### src/hdl/alc_pkg.sv
// Package: shared types, codes and constants of the access lockout controller.
package alc_pkg;

	localparam int TIME_W = 17;
	localparam int CNT_W  = 4;
	localparam int BEEP_W = 11;
	localparam int OP_W   = 3;
	localparam int IDX_W  = 3;
	localparam int CODE_W = 4;

	localparam logic [TIME_W-1:0] TIME_MAX = '1;
	localparam logic [BEEP_W-1:0] BEEP_MAX = '1;
	localparam logic [CNT_W-1:0]  CNT_MAX  = '1;

	// operation codes of an input item
	localparam logic [OP_W-1:0] OP_TICK   = 3'd0;
	localparam logic [OP_W-1:0] OP_SCAN   = 3'd1;
	localparam logic [OP_W-1:0] OP_VERIFY = 3'd2;
	localparam logic [OP_W-1:0] OP_GRANT  = 3'd3;
	localparam logic [OP_W-1:0] OP_DENY   = 3'd4;
	localparam logic [OP_W-1:0] OP_RESET  = 3'd5;

	// configuration register indexes
	localparam logic [IDX_W-1:0] REG_SCAN_TIME      = 3'd0;
	localparam logic [IDX_W-1:0] REG_PROCESS_TIME   = 3'd1;
	localparam logic [IDX_W-1:0] REG_VERIFY_TIMEOUT = 3'd2;
	localparam logic [IDX_W-1:0] REG_RESULT_HOLD    = 3'd3;
	localparam logic [IDX_W-1:0] REG_LOCKOUT_TIME   = 3'd4;
	localparam logic [IDX_W-1:0] REG_ALARM_TIME     = 3'd5;
	localparam logic [IDX_W-1:0] REG_FAIL_LIMIT     = 3'd6;
	localparam logic [IDX_W-1:0] REG_LOCKOUT_LIMIT  = 3'd7;

	// register reset values
	localparam logic [TIME_W-1:0] RST_SCAN_TIME      = 17'd700;
	localparam logic [TIME_W-1:0] RST_PROCESS_TIME   = 17'd900;
	localparam logic [TIME_W-1:0] RST_VERIFY_TIMEOUT = 17'd5000;
	localparam logic [TIME_W-1:0] RST_RESULT_HOLD    = 17'd3000;
	localparam logic [TIME_W-1:0] RST_LOCKOUT_TIME   = 17'd60000;
	localparam logic [TIME_W-1:0] RST_ALARM_TIME     = 17'd30000;
	localparam logic [CNT_W-1:0]  RST_FAIL_LIMIT     = 4'd3;
	localparam logic [CNT_W-1:0]  RST_LOCKOUT_LIMIT  = 4'd2;

	// reported phase codes
	localparam logic [CODE_W-1:0] CODE_IDLE    = 4'd0;
	localparam logic [CODE_W-1:0] CODE_WAIT    = 4'd1;
	localparam logic [CODE_W-1:0] CODE_SCAN    = 4'd2;
	localparam logic [CODE_W-1:0] CODE_PROC    = 4'd3;
	localparam logic [CODE_W-1:0] CODE_VERIFY  = 4'd4;
	localparam logic [CODE_W-1:0] CODE_GRANT   = 4'd5;
	localparam logic [CODE_W-1:0] CODE_DENY    = 4'd6;
	localparam logic [CODE_W-1:0] CODE_LOCK    = 4'd7;
	localparam logic [CODE_W-1:0] CODE_ALARM   = 4'd8;

	typedef enum logic [8:0] {
		PH_IDLE   = 9'b000000001,
		PH_WAIT   = 9'b000000010,
		PH_SCAN   = 9'b000000100,
		PH_PROC   = 9'b000001000,
		PH_VERIFY = 9'b000010000,
		PH_GRANT  = 9'b000100000,
		PH_DENY   = 9'b001000000,
		PH_LOCK   = 9'b010000000,
		PH_ALARM  = 9'b100000000
	} phase_t;

	typedef struct packed {
		logic [TIME_W-1:0] scan_time;
		logic [TIME_W-1:0] process_time;
		logic [TIME_W-1:0] verify_timeout;
		logic [TIME_W-1:0] result_hold;
		logic [TIME_W-1:0] lockout_time;
		logic [TIME_W-1:0] alarm_time;
		logic [CNT_W-1:0]  fail_limit;
		logic [CNT_W-1:0]  lockout_limit;
	} cfg_t;

	typedef struct packed {
		phase_t            phase;
		logic [TIME_W-1:0] elapsed;
		logic [BEEP_W-1:0] beep_el;
		logic              armed;
		logic [CNT_W-1:0]  fail_cnt;
		logic [CNT_W-1:0]  lock_cnt;
	} state_t;

	typedef struct packed {
		logic [CODE_W-1:0] phase;
		logic [CNT_W-1:0]  fail_count;
		logic [CNT_W-1:0]  lockout_count;
		logic              scan_beep;
		logic              process_beep;
		logic              verify_out;
		logic              grant_pulse;
		logic              deny_pulse;
		logic              lockout_beep;
		logic              alarm_start;
		logic              alarm_beep;
		logic              alarm_end;
	} result_t;

	function automatic logic [CODE_W-1:0] phase_code(phase_t ph);
		logic [CODE_W-1:0] c;
		case (ph)
			PH_IDLE:   c = CODE_IDLE;
			PH_WAIT:   c = CODE_WAIT;
			PH_SCAN:   c = CODE_SCAN;
			PH_PROC:   c = CODE_PROC;
			PH_VERIFY: c = CODE_VERIFY;
			PH_GRANT:  c = CODE_GRANT;
			PH_DENY:   c = CODE_DENY;
			PH_LOCK:   c = CODE_LOCK;
			PH_ALARM:  c = CODE_ALARM;
			default:   c = CODE_IDLE;
		endcase
		return c;
	endfunction

endpackage

### src/hdl/alc_if.sv
// Interfaces: input item channel and result channel of the access lockout controller.
interface alc_in_if;
	logic        valid;
	logic        ready;
	logic [2:0]  operation;
	logic        door_locked;

	modport source (output valid, output operation, output door_locked, input ready);
	modport sink   (input valid, input operation, input door_locked, output ready);
endinterface

interface alc_out_if;
	logic        valid;
	logic        ready;
	logic [3:0]  phase;
	logic [3:0]  fail_count;
	logic [3:0]  lockout_count;
	logic        scan_beep;
	logic        process_beep;
	logic        verify_out;
	logic        grant_pulse;
	logic        deny_pulse;
	logic        lockout_beep;
	logic        alarm_start;
	logic        alarm_beep;
	logic        alarm_end;

	modport source (
		output valid, output phase, output fail_count, output lockout_count,
		output scan_beep, output process_beep, output verify_out, output grant_pulse,
		output deny_pulse, output lockout_beep, output alarm_start, output alarm_beep,
		output alarm_end, input ready
	);
	modport sink (
		input valid, input phase, input fail_count, input lockout_count,
		input scan_beep, input process_beep, input verify_out, input grant_pulse,
		input deny_pulse, input lockout_beep, input alarm_start, input alarm_beep,
		input alarm_end, output ready
	);
endinterface

### src/hdl/alc_step.sv
// Next-state and result logic for one item of the access lockout controller.
module alc_step #(
	parameter int LOCKOUT_BEEP_MS = 2000,
	parameter int ALARM_BEEP_MS   = 500
) (
	input  alc_pkg::state_t              cur,
	input  logic [alc_pkg::OP_W-1:0]     op,
	input  logic                         locked,
	input  alc_pkg::cfg_t                cfg,
	output alc_pkg::state_t              nxt,
	output alc_pkg::result_t             res
);

	localparam logic [alc_pkg::BEEP_W-1:0] LOCK_PERIOD  = alc_pkg::BEEP_W'(LOCKOUT_BEEP_MS);
	localparam logic [alc_pkg::BEEP_W-1:0] ALARM_PERIOD = alc_pkg::BEEP_W'(ALARM_BEEP_MS);

	function automatic alc_pkg::state_t enter_phase(alc_pkg::state_t s, alc_pkg::phase_t ph);
		alc_pkg::state_t r;
		r         = s;
		r.phase   = ph;
		r.elapsed = '0;
		r.beep_el = '0;
		r.armed   = (ph == alc_pkg::PH_LOCK) || (ph == alc_pkg::PH_ALARM);
		return r;
	endfunction

	function automatic alc_pkg::state_t apply_deny(alc_pkg::state_t s,
			logic [alc_pkg::CNT_W-1:0] limit);
		alc_pkg::state_t           r;
		logic [alc_pkg::CNT_W-1:0] f;
		r = s;
		f = (s.fail_cnt == alc_pkg::CNT_MAX) ? alc_pkg::CNT_MAX : s.fail_cnt + 4'd1;
		r.fail_cnt = f;
		if (f >= limit) begin
			r.lock_cnt = (s.lock_cnt == alc_pkg::CNT_MAX) ? alc_pkg::CNT_MAX
				: s.lock_cnt + 4'd1;
			r = enter_phase(r, alc_pkg::PH_LOCK);
		end else begin
			r = enter_phase(r, alc_pkg::PH_DENY);
		end
		return r;
	endfunction

	always_comb begin
		alc_pkg::state_t             t;
		alc_pkg::result_t            r;
		logic [alc_pkg::TIME_W-1:0]  el;
		logic [alc_pkg::BEEP_W-1:0]  be;
		logic [alc_pkg::BEEP_W-1:0]  period;
		logic                        fire;

		t = cur;
		r = '0;
		// saturating timers, advanced only on a tick in a timed phase
		el     = cur.elapsed + {{(alc_pkg::TIME_W-1){1'b0}}, cur.elapsed != alc_pkg::TIME_MAX};
		be     = cur.beep_el + {{(alc_pkg::BEEP_W-1){1'b0}}, cur.beep_el != alc_pkg::BEEP_MAX};
		period = (cur.phase == alc_pkg::PH_ALARM) ? ALARM_PERIOD : LOCK_PERIOD;
		fire   = cur.armed || (be >= period);

		case (op)
			alc_pkg::OP_TICK: begin
				case (cur.phase)
					alc_pkg::PH_IDLE, alc_pkg::PH_WAIT: begin
					end
					alc_pkg::PH_SCAN: begin
						t.elapsed = el;
						if (el >= cfg.scan_time) begin
							t = enter_phase(t, alc_pkg::PH_PROC);
							r.process_beep = 1'b1;
						end
					end
					alc_pkg::PH_PROC: begin
						t.elapsed = el;
						if (el >= cfg.process_time) begin
							t = enter_phase(t, alc_pkg::PH_VERIFY);
							r.verify_out = 1'b1;
						end
					end
					alc_pkg::PH_VERIFY: begin
						t.elapsed = el;
						if (el >= cfg.verify_timeout) begin
							t = apply_deny(t, cfg.fail_limit);
							r.deny_pulse = 1'b1;
						end
					end
					alc_pkg::PH_GRANT, alc_pkg::PH_DENY: begin
						t.elapsed = el;
						if (el >= cfg.result_hold)
							t = enter_phase(t, alc_pkg::PH_IDLE);
					end
					alc_pkg::PH_LOCK: begin
						t.elapsed      = el;
						t.beep_el      = fire ? '0 : be;
						t.armed        = 1'b0;
						r.lockout_beep = fire;
						if (el >= cfg.lockout_time) begin
							t.fail_cnt = '0;
							if (t.lock_cnt >= cfg.lockout_limit) begin
								t = enter_phase(t, alc_pkg::PH_ALARM);
								r.alarm_start = 1'b1;
							end else begin
								t = enter_phase(t, alc_pkg::PH_IDLE);
							end
						end
					end
					alc_pkg::PH_ALARM: begin
						t.elapsed    = el;
						t.beep_el    = fire ? '0 : be;
						t.armed      = 1'b0;
						r.alarm_beep = fire;
						if (el >= cfg.alarm_time) begin
							t.fail_cnt = '0;
							t.lock_cnt = '0;
							t = enter_phase(t, alc_pkg::PH_IDLE);
							r.alarm_end = 1'b1;
						end
					end
					default: t = enter_phase(t, alc_pkg::PH_IDLE);
				endcase
			end
			alc_pkg::OP_SCAN: begin
				if (cur.phase inside {alc_pkg::PH_IDLE, alc_pkg::PH_WAIT}) begin
					t = enter_phase(t, alc_pkg::PH_SCAN);
					r.scan_beep = 1'b1;
				end
			end
			alc_pkg::OP_VERIFY: begin
				if (locked && cur.phase == alc_pkg::PH_IDLE)
					t = enter_phase(t, alc_pkg::PH_WAIT);
			end
			alc_pkg::OP_GRANT: begin
				if (cur.phase inside {alc_pkg::PH_IDLE, alc_pkg::PH_VERIFY}) begin
					t.fail_cnt = '0;
					t.lock_cnt = '0;
					t = enter_phase(t, alc_pkg::PH_GRANT);
					r.grant_pulse = 1'b1;
				end
			end
			alc_pkg::OP_DENY: begin
				if (cur.phase == alc_pkg::PH_VERIFY) begin
					t = apply_deny(t, cfg.fail_limit);
					r.deny_pulse = 1'b1;
				end
			end
			alc_pkg::OP_RESET: begin
				t.fail_cnt = '0;
				t.lock_cnt = '0;
				t = enter_phase(t, alc_pkg::PH_IDLE);
			end
			default: begin
			end
		endcase

		r.phase         = alc_pkg::phase_code(t.phase);
		r.fail_count    = t.fail_cnt;
		r.lockout_count = t.lock_cnt;
		nxt = t;
		res = r;
	end

endmodule

### src/hdl/access_lockout_controller_unit.sv
// Top level: access lockout controller with input register, state and result register.
// Pipeline: the transfer edge loads the input register, and the state update then runs
// into the result register once the result register is free to take it.
// Throughput: one item per cycle while the result channel is not stalled; the state update is combinational.
// Reset: arst_n clears phase to idle, timers and counters to zero, the pipeline valids,
// and loads the configuration registers with their documented defaults.
module access_lockout_controller_unit #(
	parameter int LOCKOUT_BEEP_MS = 2000,
	parameter int ALARM_BEEP_MS   = 500
) (
	input  logic                          clk,
	input  logic                          arst_n,
	alc_in_if.sink                        in_ch,
	alc_out_if.source                     out_ch,
	input  logic                          cfg_wr_en,
	input  logic [alc_pkg::IDX_W-1:0]     cfg_index,
	input  logic [alc_pkg::TIME_W-1:0]    cfg_wr_data
);

	// configuration registers
	alc_pkg::cfg_t cfg_q;

	// input register stage
	logic                      valid_s1;
	logic [alc_pkg::OP_W-1:0]  op_s1;
	logic                      locked_s1;

	// architectural state and result register
	alc_pkg::state_t  st_q;
	alc_pkg::state_t  st_nxt;
	alc_pkg::result_t res_q;
	alc_pkg::result_t res_nxt;
	logic             out_valid_q;

	logic out_free;
	logic adv;

	// Advance the stage when the result register is empty or being drained this cycle;
	// take a new transfer whenever the input register is empty or advancing.
	assign out_free    = !out_valid_q || out_ch.ready;
	assign adv         = valid_s1 && out_free;
	assign in_ch.ready = !valid_s1 || adv;

	// Write configuration; counts take the low bits of the data word.
	always_ff @(posedge clk or negedge arst_n) begin
		if (!arst_n) begin
			cfg_q.scan_time      <= alc_pkg::RST_SCAN_TIME;
			cfg_q.process_time   <= alc_pkg::RST_PROCESS_TIME;
			cfg_q.verify_timeout <= alc_pkg::RST_VERIFY_TIMEOUT;
			cfg_q.result_hold    <= alc_pkg::RST_RESULT_HOLD;
			cfg_q.lockout_time   <= alc_pkg::RST_LOCKOUT_TIME;
			cfg_q.alarm_time     <= alc_pkg::RST_ALARM_TIME;
			cfg_q.fail_limit     <= alc_pkg::RST_FAIL_LIMIT;
			cfg_q.lockout_limit  <= alc_pkg::RST_LOCKOUT_LIMIT;
		end else if (cfg_wr_en) begin
			case (cfg_index)
				alc_pkg::REG_SCAN_TIME:      cfg_q.scan_time      <= cfg_wr_data;
				alc_pkg::REG_PROCESS_TIME:   cfg_q.process_time   <= cfg_wr_data;
				alc_pkg::REG_VERIFY_TIMEOUT: cfg_q.verify_timeout <= cfg_wr_data;
				alc_pkg::REG_RESULT_HOLD:    cfg_q.result_hold    <= cfg_wr_data;
				alc_pkg::REG_LOCKOUT_TIME:   cfg_q.lockout_time   <= cfg_wr_data;
				alc_pkg::REG_ALARM_TIME:     cfg_q.alarm_time     <= cfg_wr_data;
				alc_pkg::REG_FAIL_LIMIT:
					cfg_q.fail_limit <= cfg_wr_data[alc_pkg::CNT_W-1:0];
				alc_pkg::REG_LOCKOUT_LIMIT:
					cfg_q.lockout_limit <= cfg_wr_data[alc_pkg::CNT_W-1:0];
				default: begin
				end
			endcase
		end
	end

	// Capture the input transfer; hold while the stage is stalled.
	always_ff @(posedge clk or negedge arst_n) begin
		if (!arst_n) begin
			valid_s1 <= 1'b0;
		end else if (in_ch.ready) begin
			valid_s1 <= in_ch.valid;
		end
	end

	always_ff @(posedge clk) begin
		if (in_ch.ready && in_ch.valid) begin
			op_s1     <= in_ch.operation;
			locked_s1 <= in_ch.door_locked;
		end
	end

	alc_step #(
		.LOCKOUT_BEEP_MS(LOCKOUT_BEEP_MS),
		.ALARM_BEEP_MS  (ALARM_BEEP_MS)
	) u_step (
		.cur   (st_q),
		.op    (op_s1),
		.locked(locked_s1),
		.cfg   (cfg_q),
		.nxt   (st_nxt),
		.res   (res_nxt)
	);

	// Commit the state and load the result together, so the next item sees this one's effect.
	always_ff @(posedge clk or negedge arst_n) begin
		if (!arst_n) begin
			st_q.phase    <= alc_pkg::PH_IDLE;
			st_q.elapsed  <= '0;
			st_q.beep_el  <= '0;
			st_q.armed    <= 1'b0;
			st_q.fail_cnt <= '0;
			st_q.lock_cnt <= '0;
			out_valid_q   <= 1'b0;
		end else begin
			if (adv) begin
				st_q        <= st_nxt;
				out_valid_q <= 1'b1;
			end else if (out_ch.ready) begin
				out_valid_q <= 1'b0;
			end
		end
	end

	always_ff @(posedge clk) begin
		if (adv)
			res_q <= res_nxt;
	end

	// Drive the result channel straight from the result register.
	assign out_ch.valid         = out_valid_q;
	assign out_ch.phase         = res_q.phase;
	assign out_ch.fail_count    = res_q.fail_count;
	assign out_ch.lockout_count = res_q.lockout_count;
	assign out_ch.scan_beep     = res_q.scan_beep;
	assign out_ch.process_beep  = res_q.process_beep;
	assign out_ch.verify_out    = res_q.verify_out;
	assign out_ch.grant_pulse   = res_q.grant_pulse;
	assign out_ch.deny_pulse    = res_q.deny_pulse;
	assign out_ch.lockout_beep  = res_q.lockout_beep;
	assign out_ch.alarm_start   = res_q.alarm_start;
	assign out_ch.alarm_beep    = res_q.alarm_beep;
	assign out_ch.alarm_end     = res_q.alarm_end;

	// A stalled result must not let the pending item slip away.
	a_stall_keeps_item: assert property (@(posedge clk) disable iff (!arst_n)
		(valid_s1 && out_valid_q && !out_ch.ready) |=> valid_s1)
		else $error("pending item dropped while result stalled");

	// Backpressure on the input only when the input register is occupied.
	a_ready_only_when_full: assert property (@(posedge clk) disable iff (!arst_n)
		!in_ch.ready |-> valid_s1)
		else $error("input stalled with empty input register");

	// A grant clears both counters.
	a_grant_clears: assert property (@(posedge clk) disable iff (!arst_n)
		(adv && res_nxt.grant_pulse) |=> (st_q.fail_cnt == '0 && st_q.lock_cnt == '0))
		else $error("grant left a counter set");

	// A deny lands in denied or lockout.
	a_deny_target: assert property (@(posedge clk) disable iff (!arst_n)
		(adv && res_nxt.deny_pulse) |=>
			(st_q.phase == alc_pkg::PH_DENY || st_q.phase == alc_pkg::PH_LOCK))
		else $error("deny went to an unexpected phase");

endmodule
### src/flat_wrapper.sv
// flat-port wrapper written by rule: the top's interface ports become plain ports
module access_lockout_controller_unit_flat 
#(
	parameter int LOCKOUT_BEEP_MS = 2000,
	parameter int ALARM_BEEP_MS   = 500
)
  (clk, arst_n, cfg_wr_en, cfg_index, cfg_wr_data, in_ch_valid, in_ch_operation, in_ch_door_locked, in_ch_ready, out_ch_valid, out_ch_phase, out_ch_fail_count, out_ch_lockout_count, out_ch_scan_beep, out_ch_process_beep, out_ch_verify_out, out_ch_grant_pulse, out_ch_deny_pulse, out_ch_lockout_beep, out_ch_alarm_start, out_ch_alarm_beep, out_ch_alarm_end, out_ch_ready);
  alc_in_if in_ch_i ();
  alc_out_if out_ch_i ();
  input  logic clk;
  input  logic arst_n;
  input  logic cfg_wr_en;
  input  logic [alc_pkg::IDX_W-1:0] cfg_index;
  input  logic [alc_pkg::TIME_W-1:0] cfg_wr_data;
  input wire logic [$bits(in_ch_i.valid)-1:0] in_ch_valid;
  input wire logic [$bits(in_ch_i.operation)-1:0] in_ch_operation;
  input wire logic [$bits(in_ch_i.door_locked)-1:0] in_ch_door_locked;
  output wire logic [$bits(in_ch_i.ready)-1:0] in_ch_ready;
  output wire logic [$bits(out_ch_i.valid)-1:0] out_ch_valid;
  output wire logic [$bits(out_ch_i.phase)-1:0] out_ch_phase;
  output wire logic [$bits(out_ch_i.fail_count)-1:0] out_ch_fail_count;
  output wire logic [$bits(out_ch_i.lockout_count)-1:0] out_ch_lockout_count;
  output wire logic [$bits(out_ch_i.scan_beep)-1:0] out_ch_scan_beep;
  output wire logic [$bits(out_ch_i.process_beep)-1:0] out_ch_process_beep;
  output wire logic [$bits(out_ch_i.verify_out)-1:0] out_ch_verify_out;
  output wire logic [$bits(out_ch_i.grant_pulse)-1:0] out_ch_grant_pulse;
  output wire logic [$bits(out_ch_i.deny_pulse)-1:0] out_ch_deny_pulse;
  output wire logic [$bits(out_ch_i.lockout_beep)-1:0] out_ch_lockout_beep;
  output wire logic [$bits(out_ch_i.alarm_start)-1:0] out_ch_alarm_start;
  output wire logic [$bits(out_ch_i.alarm_beep)-1:0] out_ch_alarm_beep;
  output wire logic [$bits(out_ch_i.alarm_end)-1:0] out_ch_alarm_end;
  input wire logic [$bits(out_ch_i.ready)-1:0] out_ch_ready;
  assign in_ch_i.valid = in_ch_valid;
  assign in_ch_i.operation = in_ch_operation;
  assign in_ch_i.door_locked = in_ch_door_locked;
  assign in_ch_ready = in_ch_i.ready;
  assign out_ch_valid = out_ch_i.valid;
  assign out_ch_phase = out_ch_i.phase;
  assign out_ch_fail_count = out_ch_i.fail_count;
  assign out_ch_lockout_count = out_ch_i.lockout_count;
  assign out_ch_scan_beep = out_ch_i.scan_beep;
  assign out_ch_process_beep = out_ch_i.process_beep;
  assign out_ch_verify_out = out_ch_i.verify_out;
  assign out_ch_grant_pulse = out_ch_i.grant_pulse;
  assign out_ch_deny_pulse = out_ch_i.deny_pulse;
  assign out_ch_lockout_beep = out_ch_i.lockout_beep;
  assign out_ch_alarm_start = out_ch_i.alarm_start;
  assign out_ch_alarm_beep = out_ch_i.alarm_beep;
  assign out_ch_alarm_end = out_ch_i.alarm_end;
  assign out_ch_i.ready = out_ch_ready;
  access_lockout_controller_unit #(.LOCKOUT_BEEP_MS(LOCKOUT_BEEP_MS), .ALARM_BEEP_MS(ALARM_BEEP_MS)) u_core (.clk(clk), .arst_n(arst_n), .in_ch(in_ch_i), .out_ch(out_ch_i), .cfg_wr_en(cfg_wr_en), .cfg_index(cfg_index), .cfg_wr_data(cfg_wr_data));
endmodule
### config.mk
export PLATFORM = sky130hd
export DESIGN_NAME = access_lockout_controller_unit_flat
export DESIGN_NICKNAME = d
export VERILOG_FILES = /design/src/hdl/alc_pkg.sv /design/src/hdl/alc_if.sv /design/src/hdl/alc_step.sv /design/src/hdl/access_lockout_controller_unit.sv /design/src/flat_wrapper.sv
export SDC_FILE = /design/constraint.sdc
export NUM_CORES = 1
export LEC_CHECK = 0
export BUFFER_PORTS_ARGS = -buffer_cell sky130_fd_sc_hd__buf_2
export CAP_MARGIN = 25
export CORE_MARGIN = 5
export CORE_UTILIZATION = 68
export DETAILED_ROUTE_END_ITERATION = 10
export PLACE_DENSITY = 0.95
export REMOVE_ABC_BUFFERS = 1
export SYNTH_ARGS = -nofsm -noshare
export SYNTH_HDL_FRONTEND = slang
export SYNTH_SLANG_ARGS = --single-unit
### constraint.sdc
create_clock -name clk -period 10.5 [get_ports clk]
set_clock_uncertainty 0.1 [all_clocks]
set_input_delay 1.05 -clock clk [delete_from_list [all_inputs] [get_ports clk]]
set_output_delay 1.05 -clock clk [all_outputs]
set_load 0.03 [all_outputs]
==> results.py, run 1 <==
metrics = {
    "sta": {
        "min_period_ps": 6255,
        "slew_viol_final": 0,
        "whs_ps": 408.1,
        "rsz0062_at_grt": "no",
        "finalSetupTns_ps": 0,
        "slew_headroom": 0.3617,
        "setup_viol": 0,
        "timing.fmax_mhz": 159.9,
        "hold_viol_final": 0,
        "fin_crit_sh": 0.5957,
        "tightest_slew_ps": 951.5,
    },
    "detailed_routing": {
        "wire_per_inst_um": 19.63,
        "antenna_left": 0,
        "routed_via_density": 6.468,
        "num_vias": 9631,
        "routed_wirelength_um": 29240,
        "drtIter0Drc": 1148,
        "drcViolationCount": 0,
        "drt_pass1_iterations": 9,
    },
    "final_layout": {
        "n_antenna_cell": 0,
        "final.fill_count": 1118,
        "finish.utilization": 0.7540,
        "final_common_cell": "nand2_1",
        "synthToLayoutAreaGrowth_pct": 8.856,
        "multi_input_area_um2": 6081,
        "final_cell_mix": "nand2_1, inv_1, o21ai_0",
        "drive_above_1_share": 0.1615,
        "nNetsFinal": 1406,
        "seq_area_um2": 4755,
        "final_area_um2": 12500,
    },
    "status": {
        "outcome": "finished clean",
    },
    "synth": {
        "synth-edff-count": 25,
        "yosysTopAreaCellShare": 0.2571,
        "ys_ff_latch": 183,
        "synth_top_family_by_area": "compound AO/OA/AOI/OAI gates",
        "ys.flop_type": "dfrtp_1",
        "synth_compound_area_frac": 0.1735,
        "synth_xor_area_frac": 0.02059,
        "synthSimpleGateAreaFrac": 0.1529,
        "synth-seq-area-share": 0.4139,
        "post_synth.cell_area_avg_um2": 9.446,
        "synth_area_leader_cell": "dfrtp_1",
        "synthAdderAreaFrac": 0.1318,
        "syn-instance-count": 1216,
        "async_flop_share": 0.8634,
        "yosysWarnings": 0,
        "synth.cell_area_um2": 11490,
        "synth.area.top_cells": "dfrtp_1, ha_1, dfstp_2, edfxtp_1, o21ai_0",
        "synth_mux_area_frac": 0.04880,
        "synthDistinctLibCells": 77,
    },
    "floorplanning": {
        "die_h_um": 140.0,
        "io_pins": 52,
        "core_um2": 16580,
        "start_util": 0.6926,
        "die_area_um2": 19590,
        "die_w_um": 140.0,
        "rows": 47,
    },
    "critical_path": {
        "crit_required_ps": 10590,
        "cp.arrival_ps": 6350,
        "crit_fanout": 10,
        "critPathLaunchType": "flop",
        "worstSetupPathType": "reg -> reg",
        "worst_setup_path_end_kind": "flop",
    },
    "placement": {
        "dpl.hpwl_um": 20880,
        "post_dp_cell_area_um2": 11940,
        "io_buffers": 51,
        "gp_congestion": 1.023,
    },
    "power_and_ir_drop": {
        "seq_power_share": 0.459,
        "swShare": 0.3111,
        "p_clk_frac": 0.318,
        "power_frac_comb": 0.223,
        "leakagePower_nw": 5.967,
        "power_switching_mw": 0.6142,
        "finalPower_mw": 1.974,
        "p_per_area_nw_per_um2": 157.9,
        "ir_worst_vdd_mv": 0.1545,
        "p_int_mw": 1.360,
    },
    "clock_network": {
        "h-tree-depth": 4,
        "cts.sinks": 183,
        "post_cts_resized": 0,
        "clkTransAtPathRegs_ps": 70,
        "cts_tree": "yes",
        "clock_latency_ps": 440,
        "ctsHoldBuffers": 0,
        "post_cts_buffers": 0,
        "clockRootBuffer": "clkbuf_16",
        "clock_path_buffers": 2,
        "numCtsBuffers": 17,
    },
    "grt": {
        "track_usage": 0.3064,
        "first_global_vias": 9805,
        "grt_pass1_wl_um": 48930,
        "antenna_found_initial": 0,
        "grt_max_degree": 105,
        "grt-ovfl-total": 0,
    },
    "hold_path": {
        "hold_path.class": "reg -> reg",
    },
    "run": {
        "maxCapViolations": 0,
    },
}
cells in the mapped netlist (all sizes together), types with 9 or more instances:
master and count:
nand2b 15, ha 121, o21ai 128, and3 10, a31oi 15, a21oi 62, a21o 18, nand2 134
inv 128, nand4 30, xnor2 19, a22o 19, dfrtp 118, clkbuf 31, a211oi 9, nor3 24
nor2b 10, mux2 48, edfxtp 25, dfstp 40, nor2 45, o31ai 9, nand3 34
cells by family (layout without fill, tap and decap cells):
logic type,Yosys count,in the layout
and+or+nand+nor,350,350
DFF,183,183
xor gates and xnor gates,27,27
adders and majority gates,121,121
muxes,50,50
AOI/OAI and AO/OA,317,317
buffers and inverters,168,221
power by group through the flow:
| stage | logic (mW) | registers, mW | clock network [mW] |
|---|---|---|---|
| after floorplan | 0.285 | 0.912 | 0 |
| after detailed placement | 0.424 | 0.917 | 0 |
| after global routing | 0.492 | 0.917 | 0.662 |
| after CTS | 0.433 | 0.905 | 0.633 |
| after global placement | 0.403 | 0.909 | 0 |
| final | 0.440 | 0.907 | 0.627 |
critical path, stage by stage (launching register included):
cell      delay [ps]
dfrtp_1          440
and3_1           250
nand4_1          150
nor2_1            70
nand4_1          120
ha_1             210
ha_1             260
nand4_1          230
nor2_1           330
nand4_1          160
xnor2_1          700
ha_1             370
a21oi_1          130
o21ai_0          130
a31o_2           250
or2_2            340
o211ai_2         390
clkinv_1         350
a22oi_1          410
nand2_1          180
and4_1           210
o211a_1          230
sequential cells by signal, summed over array words and instances, names as in the netlist, 3 cells and up:
signal / cells
u_core.st_q: 46
u_core.cfg_q: 110
u_core.out_ch.fail_count: 4
u_core.out_ch.lockout_count: 4
u_core.op_s1: 3
u_core.out_ch.phase: 4
final timing paths:
check | from | to | slack, ps | cells past startpoint
worst max-delay path | u_core.st_q[29] | u_core.out_ch.phase[1] | 4250 | 21
worst min-delay path | u_core.cfg_q[57] | u_core.cfg_q[57] | 410 | 1
worst max register to register | u_core.st_q[29] | u_core.out_ch.phase[1] | 4250 | 21
worst min register to register | u_core.cfg_q[57] | u_core.cfg_q[57] | 410 | 1
max in group asynchronous | arst_n | u_core.cfg_q[44] | 8420 | 2
min in group asynchronous | arst_n | u_core.st_q[15] | 600 | 1
final cells by class:
type | instances | share of cell area
Clock buffer | 23 | 0.03833
Clock inverter | 9 | 0.007105
Inverter | 130 | 0.03903
Multi-Input combinational cell | 865 | 0.4863
Sequential cell | 183 | 0.3803
Tap cell | 220 | 0.02202
Timing Repair Buffer | 59 | 0.02692
stage by stage:
step | instances | worst slack (ps)
after floorplan | 1178 | 5438
after global placement | 1455 | 4767
after detailed placement | 1457 | 4494
after CTS | 1489 | 4385
after global routing | 1489 | 3821
final | 1489 | 4245
layer usage:
metal,vias up,GRT usage,routed length [um]
met5,-,0,0
met4,0,0.1316,1057
met3,107,0.07021,2575
met2,528,0.4976,13970
met1,4562,0.3972,11630
li1,4434,-,-
No activity file was read; power rests on OpenSTA's default activity.
==> inputs of run 2 (changes only) <==
- ABC_AREA: not set -> 1
- CORE_UTILIZATION: 68 -> 57
- PLACE_DENSITY: 0.95 -> 0.86
- clock period: 10.5 -> 5.65 ns (I/O delays scaled with it)
==> run 2 against run 1 <==
Sequential power is 92% higher. Highest routed layer unchanged. Die area rose by 21%. Via count up 6.7%. Combinational power grew to 2.7 times the previous value.
==> results.py, run 2 <==
metrics = {
    "power_and_ir_drop": {
        "p_per_area_nw_per_um2": 314.2,
        "leakagePower_nw": 6.721,
        "ir_worst_vdd_mv": 0.2127,
    },
    "sta": {
        "min_period_ps": 5307,
        "fin_crit_sh": 0.9392,
        "tightest_slew_ps": 1012,
        "hold_viol_final": 0,
        "timing.fmax_mhz": 188.4,
        "finalWorstSetupSlack_ps": 343.4,
        "slew_headroom": 0.3239,
        "setup_viol": 0,
        "slew_viol_final": 0,
    },
    "synth": {
        "ys.flop_type": "dfrtp_1",
        "syn-instance-count": 1515,
        "synth_area_leader_cell": "dfrtp_1",
        "synth-seq-area-share": 0.4028,
        "synth_most_common_cell": "nand2_1",
        "post_synth.cell_area_avg_um2": 7.792,
        "ys_ff_latch": 183,
        "synthDistinctLibCells": 50,
        "synth-edff-count": 25,
        "async_flop_share": 0.8634,
        "yosysTopAreaCellShare": 0.2501,
        "synth.cell_area_um2": 11810,
        "yosysWarnings": 0,
        "synthTopCellsByCount": "nand2_1, inv_1, o21ai_0",
        "synth.area.top_cells": "dfrtp_1, ha_1, nand2_1, dfstp_2, inv_1",
    },
    "critical_path": {
        "worstSetupPathType": "reg -> reg",
        "worst_setup_path_end_kind": "flop",
        "cpPeakStageDelay_ps": 410,
        "critPathLaunchType": "flop",
        "crit_family": "simple AND/OR/NAND/NOR gates",
        "slowest_stage": "dfrtp_1",
        "crit_required_ps": 5850,
        "crit_fanout": 9,
        "cp.arrival_ps": 5500,
        "cp_common_cell": "nand3_1",
        "cp_num_buf_inv": 4,
    },
    "grt": {
        "grt-ovfl-total": 0,
        "track_usage": 0.2489,
        "antenna_found_initial": 0,
        "grt_max_degree": 112,
        "first_global_vias": 9703,
        "grt_pass1_wl_um": 47890,
    },
    "clock_network": {
        "cts_tree": "yes",
        "clockRootBuffer": "clkbuf_16",
        "clock_path_buffers": 2,
        "cts.sinks": 183,
        "clkTransAtPathRegs_ps": 70,
        "numCtsBuffers": 17,
        "clock_latency_ps": 450,
        "h-tree-depth": 4,
    },
    "final_layout": {
        "nNetsFinal": 1722,
        "n_antenna_cell": 0,
        "largest_register": "u_core.cfg_q",
        "drive_above_1_share": 0.1224,
        "multi_input_area_um2": 5931,
        "final.fill_count": 1673,
        "instances_no_fill": 1855,
        "finish.utilization": 0.6437,
        "synthToLayoutAreaGrowth_pct": 10.69,
        "largest_reg_flops": 110,
        "seq_area_um2": 4755,
        "final_cell_mix": "nand2_1, inv_1, o21ai_0",
        "reg_top3": "u_core.cfg_q (110), u_core.st_q (46)",
        "final_common_cell": "nand2_1",
    },
    "detailed_routing": {
        "routed_wirelength_um": 29390,
        "routed_via_density": 5.538,
        "num_vias": 10273,
        "drtIter0Drc": 1006,
        "drcViolationCount": 0,
        "drt_pass1_iterations": 5,
        "wire_per_inst_um": 15.84,
        "antenna_left": 0,
    },
    "floorplanning": {
        "die_w_um": 153.9,
        "rows": 52,
        "start_util": 0.5815,
        "core_um2": 20300,
        "die_area_um2": 23690,
        "io_pins": 52,
        "die_h_um": 153.9,
    },
    "placement": {
        "io_buffers": 51,
        "dp_cells": 1817,
        "place_ws_ps": 428.4,
        "gp_congestion": 0.9274,
        "dpl.hpwl_um": 21450,
    },
    "hold_path": {
        "hold_path.class": "in -> reg",
    },
    "status": {
        "outcome": "finished clean",
    },
    "run": {
        "maxCapViolations": 0,
    },
}
## run 2: changes by cell type in the layout (fill, tap and decap cells not counted), moves of 19 or more
| cell | previous run | this run |
|---|---|---|
| a22o_1 | 19 | 0 |
| o21ai_0 | 125 | 149 |
| mux2_2 | 48 | 0 |
| nand3_1 | 34 | 54 |
| nand2_1 | 134 | 379 |
| nor2_1 | 44 | 103 |
| inv_1 | 128 | 261 |
## run 2: cell families after synthesis
family | after synthesis | share of synthesized area
and+or+nand+nor | 624 | 0.2283
AOI/OAI and AO/OA | 268 | 0.1294
buffers and inverters | 299 | 0.09645
adders and majority gates | 121 | 0.1282
DFF | 183 | 0.4028
xor gates and xnor gates | 20 | 0.01484
## run 2: final timing paths
kind | start | endpoint | slack (ps) | depth (start not counted)
max in group asynchronous | arst_n | u_core.cfg_q[89] | 3610 | 4
min in group asynchronous | arst_n | u_core.cfg_q[88] | 480 | 2
max | u_core.st_q[32] | u_core.st_q[31] | 340 | 29
min | in_ch_operation[1] | u_core.op_s1[1] | 200 | 1
min reg2reg | u_core.cfg_q[104] | u_core.cfg_q[104] | 380 | 2
max reg2reg | u_core.st_q[32] | u_core.st_q[31] | 340 | 29
## run 2: where the power goes
group | total [mW] | switching, mW | internal (mW)
clock network | 1.20 | 0.545 | 0.652
registers | 1.74 | 0.149 | 1.59
logic | 1.17 | 0.783 | 0.387
total | 4.11 | 1.48 | 2.63
## run 2: final cells by class
type / count / share of cell area
Multi-Input combinational cell: 1033 / 0.4539
Sequential cell: 183 / 0.3638
Inverter: 273 / 0.07842
Clock buffer: 20 / 0.03581
Timing Repair Buffer: 64 / 0.03342
Tap cell: 270 / 0.02585
Clock inverter: 12 / 0.008809
## run 2: layer usage
metal  vias to the layer above  wire length (um)  GRT usage
met5                         -                 0          0
met4                         0               683    0.08747
met3                        53              2122    0.04384
met2                       383             14170     0.4149
met1                      4813             12410     0.3286
li1                       5024                 -          -
## run 2: repair_timing
action | in CTS | in global routing
buffers inserted | 0 | 2
hold buffers | 0 | 1
setup endpoints to repair | 0 | 47
endpoints found under the hold margin | 0 | 30
gates resized for setup | 0 | 6
## run 2: per-stage QoR
step,TNS [ps],area [um^2],hold WS (ps),power [mW]
detailed placement,0,12370,371.8,2.897
floorplan,0,11690,169.4,2.568
global placement,0,12330,362.8,2.841
finish,0,13070,196.8,4.106
CTS,0,12950,188.9,4.088
global route,-95.51,13070,191.9,4.348
